$ cat src/design/ccfr_pkg.sv
package ccfr_pkg;

  typedef enum logic [2:0] {
    PH_IDLE,
    PH_SIZE,
    PH_DATA,
    PH_CRCL,
    PH_CRCH,
    PH_END
  } phase_e;

  localparam logic [1:0] KIND_DATA = 2'd0;
  localparam logic [1:0] KIND_OK   = 2'd1;
  localparam logic [1:0] KIND_ERR  = 2'd2;

  localparam logic [1:0] ERR_DELIM = 2'd0;
  localparam logic [1:0] ERR_SIZE  = 2'd1;
  localparam logic [1:0] ERR_CRC   = 2'd2;

  localparam logic [7:0]  DELIM_BYTE      = 8'h00;
  localparam logic [7:0]  SIZE_OVERHEAD   = 8'd3;
  localparam logic [7:0]  MAX_LEN_RESET   = 8'd252;
  localparam logic [15:0] CRC_POLY        = 16'h8005;

  typedef struct packed {
    logic       valid;
    logic [1:0] kind;
    logic [7:0] data;
    logic [1:0] code;
    logic [7:0] len;
  } ccfr_res_t;

  // One byte through CRC-16/BUYPASS, MSB first.
  function automatic logic [15:0] crc16_add(input logic [15:0] crc, input logic [7:0] b);
    logic [15:0] c;
    c = crc ^ {b, 8'h00};
    for (int i = 0; i < 8; i++) begin
      if (c[15]) begin
        c = {c[14:0], 1'b0} ^ CRC_POLY;
      end else begin
        c = {c[14:0], 1'b0};
      end
    end
    return c;
  endfunction

endpackage

$ cat src/design/cobs_crc16_frame_receiver.sv
// Receives one link byte per item, strips COBS framing, checks the CRC-16/BUYPASS
// over the size byte and the payload, and returns one result item per decoded
// payload byte, one per accepted frame (with its payload length), and one per
// error; CRC bytes that match, code bytes and idle delimiters give no result.
// An item is accepted in every cycle as long as results are taken; an accepted
// item is held in the input register, the decoder works on it from there, and
// its result is loaded into the output register, from which it is presented.
// A result that is not taken holds the next item in the input register and
// stops further input.
// The configuration register may be written only while no item is in flight.
module cobs_crc16_frame_receiver
  import ccfr_pkg::*;
(
  input  logic       clk_i,
  input  logic       rst_ni,
  input  logic       cfg_valid_i,
  output logic       cfg_ready_o,
  input  logic [7:0] cfg_data_i,
  input  logic       in_valid_i,
  output logic       in_ready_o,
  input  logic [7:0] rx_byte_i,
  output logic       out_valid_o,
  input  logic       out_ready_i,
  output logic [1:0] result_kind_o,
  output logic [7:0] data_byte_o,
  output logic [1:0] error_code_o,
  output logic [7:0] frame_length_o
);

  logic       in_valid_q;
  logic [7:0] rx_byte_q;
  logic [7:0] max_len_q;
  logic       out_valid_q;
  logic [1:0] kind_q;
  logic [7:0] data_q;
  logic [1:0] code_q;
  logic [7:0] len_q;
  logic       advance;
  ccfr_res_t  res;

  assign advance     = in_valid_q && (!out_valid_q || out_ready_i);
  assign in_ready_o  = !in_valid_q || advance;
  assign cfg_ready_o = 1'b1;

  always_ff @(posedge clk_i or negedge rst_ni) begin
    if (!rst_ni) begin
      max_len_q <= MAX_LEN_RESET;
    end else if (cfg_valid_i) begin
      max_len_q <= cfg_data_i;
    end
  end

  always_ff @(posedge clk_i or negedge rst_ni) begin
    if (!rst_ni) begin
      in_valid_q <= 1'b0;
    end else if (in_ready_o) begin
      in_valid_q <= in_valid_i;
    end
  end

  always_ff @(posedge clk_i) begin
    if (in_valid_i && in_ready_o) begin
      rx_byte_q <= rx_byte_i;
    end
  end

  ccfr_decoder u_decoder (
    .clk_i     (clk_i),
    .rst_ni    (rst_ni),
    .step_i    (advance),
    .byte_i    (rx_byte_q),
    .max_len_i (max_len_q),
    .res_o     (res)
  );

  always_ff @(posedge clk_i or negedge rst_ni) begin
    if (!rst_ni) begin
      out_valid_q <= 1'b0;
    end else if (advance) begin
      out_valid_q <= res.valid;
    end else if (out_ready_i) begin
      out_valid_q <= 1'b0;
    end
  end

  always_ff @(posedge clk_i) begin
    if (advance && res.valid) begin
      kind_q <= res.kind;
      data_q <= res.data;
      code_q <= res.code;
      len_q  <= res.len;
    end
  end

  assign out_valid_o    = out_valid_q;
  assign result_kind_o  = kind_q;
  assign data_byte_o    = data_q;
  assign error_code_o   = code_q;
  assign frame_length_o = len_q;

  // The input register only holds back when a finished result is still waiting.
  a_stall_cause: assert property (@(posedge clk_i) disable iff (!rst_ni)
    !in_ready_o |-> in_valid_q && out_valid_q && !out_ready_i)
    else $error("input stalled without a pending result");

  // Only the three defined result kinds leave the block.
  a_kind_known: assert property (@(posedge clk_i) disable iff (!rst_ni)
    out_valid_o |-> (result_kind_o == KIND_DATA) || (result_kind_o == KIND_OK)
                    || (result_kind_o == KIND_ERR))
    else $error("undefined result kind");

  // Length, error code and data byte are zero unless the kind carries them.
  a_fields_clean: assert property (@(posedge clk_i) disable iff (!rst_ni)
    out_valid_o |-> ((result_kind_o == KIND_OK) || (frame_length_o == 8'd0))
                 && ((result_kind_o == KIND_ERR) || (error_code_o == ERR_DELIM))
                 && ((result_kind_o == KIND_DATA) || (data_byte_o == 8'd0)))
    else $error("result field set for the wrong kind");

endmodule

$ cat src/design/ccfr_decoder.sv
module ccfr_decoder
  import ccfr_pkg::*;
(
  input  logic       clk_i,
  input  logic       rst_ni,
  input  logic       step_i,
  input  logic [7:0] byte_i,
  input  logic [7:0] max_len_i,
  output ccfr_res_t  res_o
);

  phase_e      phase_q, phase_d;
  logic [7:0]  cnt_q, cnt_d;
  logic [15:0] crc_q, crc_d;
  logic [7:0]  left_q, left_d;
  logic [7:0]  len_q, len_d;

  logic        is_delim;
  logic [7:0]  cnt_dec;
  logic        cobs_hit;
  logic [7:0]  dec_byte;
  logic [7:0]  size_len;
  logic        size_bad;
  logic [7:0]  left_dec;

  assign is_delim = (byte_i == DELIM_BYTE);
  assign cnt_dec  = cnt_q - 8'd1;
  assign cobs_hit = (cnt_dec == 8'd0);
  assign dec_byte = cobs_hit ? DELIM_BYTE : byte_i;
  assign size_len = byte_i - SIZE_OVERHEAD;
  assign size_bad = (byte_i <= SIZE_OVERHEAD) || (size_len > max_len_i);
  assign left_dec = left_q - 8'd1;

  always_comb begin
    phase_d = phase_q;
    case (phase_q)
      PH_IDLE: begin
        if (!is_delim) phase_d = PH_SIZE;
      end
      PH_SIZE: begin
        phase_d = (is_delim || size_bad) ? PH_IDLE : PH_DATA;
      end
      PH_DATA: begin
        if (is_delim) begin
          phase_d = PH_IDLE;
        end else if (left_dec == 8'd0) begin
          phase_d = PH_CRCL;
        end
      end
      PH_CRCL: begin
        phase_d = (is_delim || (crc_q[7:0] != dec_byte)) ? PH_IDLE : PH_CRCH;
      end
      PH_CRCH: begin
        phase_d = (is_delim || (crc_q[15:8] != dec_byte)) ? PH_IDLE : PH_END;
      end
      PH_END: begin
        phase_d = PH_IDLE;
      end
      default: begin
        phase_d = PH_IDLE;
      end
    endcase
  end

  always_comb begin
    logic clear;
    clear  = 1'b0;
    cnt_d  = cnt_q;
    crc_d  = crc_q;
    left_d = left_q;
    len_d  = len_q;
    res_o  = '0;
    case (phase_q)
      PH_IDLE: begin
        if (!is_delim) cnt_d = byte_i;
      end
      PH_SIZE: begin
        if (is_delim) begin
          clear = 1'b1;
          res_o = '{valid: 1'b1, kind: KIND_ERR, data: 8'd0, code: ERR_DELIM, len: 8'd0};
        end else if (size_bad) begin
          clear = 1'b1;
          res_o = '{valid: 1'b1, kind: KIND_ERR, data: 8'd0, code: ERR_SIZE, len: 8'd0};
        end else begin
          cnt_d  = cnt_dec;
          crc_d  = crc16_add(crc_q, byte_i);
          len_d  = size_len;
          left_d = size_len;
        end
      end
      PH_DATA: begin
        if (is_delim) begin
          clear = 1'b1;
          res_o = '{valid: 1'b1, kind: KIND_ERR, data: 8'd0, code: ERR_DELIM, len: 8'd0};
        end else begin
          cnt_d  = cobs_hit ? byte_i : cnt_dec;
          crc_d  = crc16_add(crc_q, dec_byte);
          left_d = left_dec;
          res_o  = '{valid: 1'b1, kind: KIND_DATA, data: dec_byte, code: ERR_DELIM, len: 8'd0};
        end
      end
      PH_CRCL, PH_CRCH: begin
        if (is_delim) begin
          clear = 1'b1;
          res_o = '{valid: 1'b1, kind: KIND_ERR, data: 8'd0, code: ERR_DELIM, len: 8'd0};
        end else if ((phase_q == PH_CRCL) ? (crc_q[7:0] != dec_byte)
                                          : (crc_q[15:8] != dec_byte)) begin
          clear = 1'b1;
          res_o = '{valid: 1'b1, kind: KIND_ERR, data: 8'd0, code: ERR_CRC, len: 8'd0};
        end else begin
          cnt_d = cobs_hit ? byte_i : cnt_dec;
        end
      end
      PH_END: begin
        clear = 1'b1;
        if (is_delim) begin
          res_o = '{valid: 1'b1, kind: KIND_OK, data: 8'd0, code: ERR_DELIM, len: len_q};
        end else begin
          res_o = '{valid: 1'b1, kind: KIND_ERR, data: 8'd0, code: ERR_SIZE, len: 8'd0};
        end
      end
      default: begin
        clear = 1'b1;
      end
    endcase
    if (clear) begin
      cnt_d  = 8'd0;
      crc_d  = 16'd0;
      left_d = 8'd0;
      len_d  = 8'd0;
    end
  end

  always_ff @(posedge clk_i or negedge rst_ni) begin
    if (!rst_ni) begin
      phase_q <= PH_IDLE;
      cnt_q   <= 8'd0;
      crc_q   <= 16'd0;
      left_q  <= 8'd0;
      len_q   <= 8'd0;
    end else if (step_i) begin
      phase_q <= phase_d;
      cnt_q   <= cnt_d;
      crc_q   <= crc_d;
      left_q  <= left_d;
      len_q   <= len_d;
    end
  end

  // The CRC and the byte counters only run once a frame has started.
  a_idle_clean: assert property (@(posedge clk_i) disable iff (!rst_ni)
    (phase_q == PH_IDLE) |-> (crc_q == 16'd0) && (left_q == 8'd0) && (len_q == 8'd0))
    else $error("decoder state not cleared in idle");

  // The data phase always has payload bytes left to take.
  a_data_left: assert property (@(posedge clk_i) disable iff (!rst_ni)
    (phase_q == PH_DATA) |-> (left_q != 8'd0) && (left_q <= len_q))
    else $error("payload counter out of range in data phase");

  // A frame can only be accepted from the end phase.
  a_ok_from_end: assert property (@(posedge clk_i) disable iff (!rst_ni)
    (res_o.valid && (res_o.kind == KIND_OK)) |-> (phase_q == PH_END) && is_delim)
    else $error("frame accepted outside the end phase");

endmodule
$ cat config.mk
export PLATFORM = sky130hd
export DESIGN_NAME = cobs_crc16_frame_receiver
export DESIGN_NICKNAME = d
export VERILOG_FILES = /design/src/design/ccfr_pkg.sv /design/src/design/cobs_crc16_frame_receiver.sv /design/src/design/ccfr_decoder.sv
export SDC_FILE = /design/constraint.sdc
export NUM_CORES = 1
export LEC_CHECK = 0
export CAP_MARGIN = 20
export CORE_ASPECT_RATIO = 1.75
export CORE_MARGIN = 4
export CORE_UTILIZATION = 50
export DETAILED_ROUTE_END_ITERATION = 16
export DONT_BUFFER_PORTS = 1
export PLACE_DENSITY = 0.68
export SLEW_MARGIN = 20
export SYNTH_ARGS = -nofsm -noshare
export SYNTH_HDL_FRONTEND = slang
export SYNTH_SLANG_ARGS = --single-unit
$ cat constraint.sdc
create_clock -name clk_i -period 4.8 [get_ports clk_i]
set_input_delay 0.96 -clock clk_i [delete_from_list [all_inputs] [get_ports clk_i]]
set_output_delay 0.96 -clock clk_i [all_outputs]
set_load 0.1 [all_outputs]
==> results.ini <==
[outcome]
status = finished clean

[pwr]
ir_worst_vdd_v = 0.0005097
p_per_area_nw_per_um2 = 837.2
pwr-share-seq_pct = 37.8
switchingPower_mw = 2.258
power_switching_share_pct = 49.76
leakage_nw = 2.190
p_int_mw = 2.279
p_comb_share_pct = 48.0
clkPwrFrac_pct = 14.2

[drt]
route.vias.total = 4055
wirelength_mm = 12.82
drt_iter0_markers = 344
wl_per_cell_um = 19.84
drc_errors = 0
detail-route-antenna-nets = 0
vias_per_cell = 6.277
dr.pass1.iters = 5

[sta]
setup_viol = 0
maxSlewViolCount = 0
holdWs_ns = 0.3030
fin_setup_tns_ns = 0
worst_slew_pin_slew_ns = 0.9798
slew-limit-headroom_pct = 34.52
post-route-min-period_ns = 4.294
fin_skew_ns = 0.007962
hold_violations = 0
timing.final.crit_share_pct = 89.45
rsz0062_at_grt = false
clock.fmax_ghz = 0.2329

[synthesis]
avgSynthCellArea_um2 = 9.619
ys.flop_type = dfrtp_1
synth-seq-cells = 81
ys_warn_count = 0
seq_area_frac_synth_pct = 43.31
ys_top_cells_by_area = dfrtp_1 23%, edfxtp_1 17%, xnor2_1 7.0%
syn_area_um2 = 5021
synth_edf_count = 28
yosys.cell_types.count = 69
syn_nets = 561
synth_top_cell_area_share_pct = 23.42
synthCells = 522
synth_top_area_cell = dfrtp_1
ys_async_sr_fraction_pct = 65.43

[global_routing]
antenna_found_initial = 0
grt_max_degree = 54
grt_pass1_wl_mm = 20.64
grt_overflow = 0
grt_pass1_vias = 4126
grtUsageTotal_pct = 22.28

[clocking]
clock_latency_ns = 0.35
numCtsBuffers = 9
cts_resized = 0
htreeDepth = 3
root_buffer = clkbuf_16
clk_pin_slew_ns = 0.06
cts_tree = yes
cts_setup_buffers = 0
cts_buffer_depth = 2
cts_hold_buffers = 0
cts_sinks = 81

[floorplan]
die_x_um = 83.75
die_area_um2 = 11770
core_area_um2 = 9849
num_rows = 48
start_util_pct = 50.98
pin_count = 44
die_h_um = 140.6

[critical_path]
cp_data_required_time_ns = 4.89
cp_max_fo = 20
start_kind = flip-flop
cp-end-kind = flip-flop
critPathKind = reg -> reg
critPathArrivalTime_ns = 4.38

[placement]
dp_hpwl_mm = 9.388
port_buffers = 0
routabilityCongestion = 0.9046

[layout]
drive_gt1_share_pct = 10.94
area_growth_pct = 7.924
fin_nets = 555
diodes = 0

[hold_path]
holdCritPathClass = in -> async

[job]
max_cap_violations = 0

## state kept, by name (all words and copies together), names as in the netlist
name and count:
result_kind_o 2, max_len_q 8, data_byte_o 8, u_decoder.len_q 8
out_valid_o 1, u_decoder.left_q 8, rx_byte_q 8, error_code_o 2
u_decoder.phase_q 3, u_decoder.cnt_q 8, frame_length_o 8, in_valid_q 1
u_decoder.crc_q 16
## layout make-up
class / count / area [um2]
multi-input cells: 386 / 2633
clock inverters: 6 / 40.04
inverters: 29 / 108.9
repair buffers: 9 / 67.56
flip-flops and latches: 81 / 2175
fillers: 902 / 4431
well taps: 125 / 156.4
clock buffers: 10 / 239.0
## layer usage
| metal | global-route usage (%) | share of wire, % | up-vias | wire (um) |
|---|---|---|---|---|
| met5 | 0 | 0 | - | 0 |
| met4 | 11.78 | 4.6 | 0 | 586 |
| met3 | 5.474 | 6.4 | 55 | 817 |
| met2 | 39.91 | 52 | 197 | 6709 |
| met1 | 23.84 | 37 | 1920 | 4704 |
| li1 | - | - | 1883 | - |
## cell usage after synthesis, types with 2 or more instances
cell type and count:
o2bb2ai_1 5, a21oi_1 20, a21oi_2 4, xor2_1 9
or4_1 2, and3_1 2, a221o_1 3, buf_2 5
nor2b_1 3, o31ai_1 11, o21ai_1 10, a21o_1 4
nand2b_1 3, o21ai_0 44, a32o_1 6, ha_1 18
nor4_1 8, a22o_1 9, a22oi_1 3, a41oi_1 2
inv_2 3, xnor3_1 3, nand4_1 3, dfrtp_1 47
inv_1 26, o22ai_1 6, or3_1 2, clkbuf_1 17
nand3_1 12, mux2_2 3, dfstp_2 6, o41ai_1 4
xnor2_1 40, nor2_1 37, and2_1 11, nor3_1 11
o211ai_1 4, nand2_1 52, edfxtp_1 28, a211oi_1 6
buf_1 2
## layout by cell type, fill, tap and decap left out, types with 3 or more instances in the layout
| master | n |
|---|---|
| nand2_1 | 52 |
| dfrtp_1 | 47 |
| o21ai_0 | 44 |
| xnor2_1 | 40 |
| nor2_1 | 37 |
| edfxtp_1 | 28 |
| inv_1 | 26 |
| a21oi_1 | 20 |
| ha_1 | 18 |
| nand3_1 | 12 |
| and2_1 | 11 |
| o31ai_1 | 11 |
| o21ai_1 | 10 |
| nor3_1 | 9 |
| xor2_1 | 9 |
| a22o_1 | 9 |
| clkbuf_16 | 9 |
| nor4_1 | 8 |
| buf_4 | 8 |
| a211oi_1 | 6 |
| o22ai_1 | 6 |
| a32o_1 | 6 |
| dfstp_2 | 6 |
| o2bb2ai_1 | 5 |
| a21o_1 | 4 |
| o211ai_1 | 4 |
| a21oi_2 | 4 |
| o41ai_1 | 4 |
| inv_2 | 3 |
| nand4_1 | 3 |
| nor3_2 | 3 |
| nor2b_1 | 3 |
| a221o_1 | 3 |
| a22oi_1 | 3 |
| nand2b_1 | 3 |
| xnor3_1 | 3 |
| mux2_2 | 3 |
## power groups by stage
stage | logic (mW) | registers (mW) | clock network [mW]
3_5_place_dp | 2.13 | 1.72 | 0
2_1_floorplan | 1.74 | 1.62 | 0
6_report | 2.18 | 1.72 | 0.642
5_1_grt | 2.38 | 1.74 | 0.684
4_1_cts | 2.15 | 1.71 | 0.655
3_3_place_gp | 2.10 | 1.71 | 0
## final timing paths
path	start	end	slack [ns]	cells after the start
max	u_decoder.cnt_q[0]	error_code_o[0]	0.51	15
min	rst_ni	u_decoder.cnt_q[5]	0.30	0
max reg2reg	u_decoder.cnt_q[0]	error_code_o[0]	0.51	15
min reg2reg	u_decoder.len_q[4]	u_decoder.len_q[4]	0.49	1
max in group asynchronous	rst_ni	max_len_q[6]	4.29	0
min in group clk_i	u_decoder.len_q[4]	u_decoder.len_q[4]	0.49	1
## through the flow
stage	utilization, %	std cells	cell area [um2]	power [mW]	worst slack (ns)
finish	55.02	646	5419	4.537	0.5064
floorplan	-	522	5021	3.357	0.1477
CTS	54.94	645	5411	4.515	0.6079
global route	55.02	646	5419	4.804	0.2456
global placement	52.11	629	5132	3.811	0.8041
detailed placement	52.11	629	5132	3.853	0.6309
## worst max-delay path, cell delays in order (launching register included)
cell and delay [ns]:
dfrtp_1 0.46, inv_1 0.10, ha_1 0.28, xnor2_1 0.30, nand4_1 0.23, nor2_2 0.58
nor2_1 0.12, xnor2_1 0.27, ha_1 0.20, nand4_1 0.15, nand3_1 0.12, nand2_1 0.17
a21oi_1 0.31, a21boi_0 0.44, nor3_2 0.07, buf_4 0.23
## cells by family after synthesis
family                   count (synthesis)  synth area share (%)
buffers and inverters                   55                 4.460
multiplexers                             4                0.8721
AND/OR/NAND/NOR                        156                 15.08
adder cells (fa/ha/maj)                 18                 4.486
XOR/XNOR                                55                 11.04
other                                    1               0.07469
flip-flops                              81                 43.31
AO/OA/AOI/OAI                          152                 20.68
Note: power is estimated with default switching activity, not from simulation.
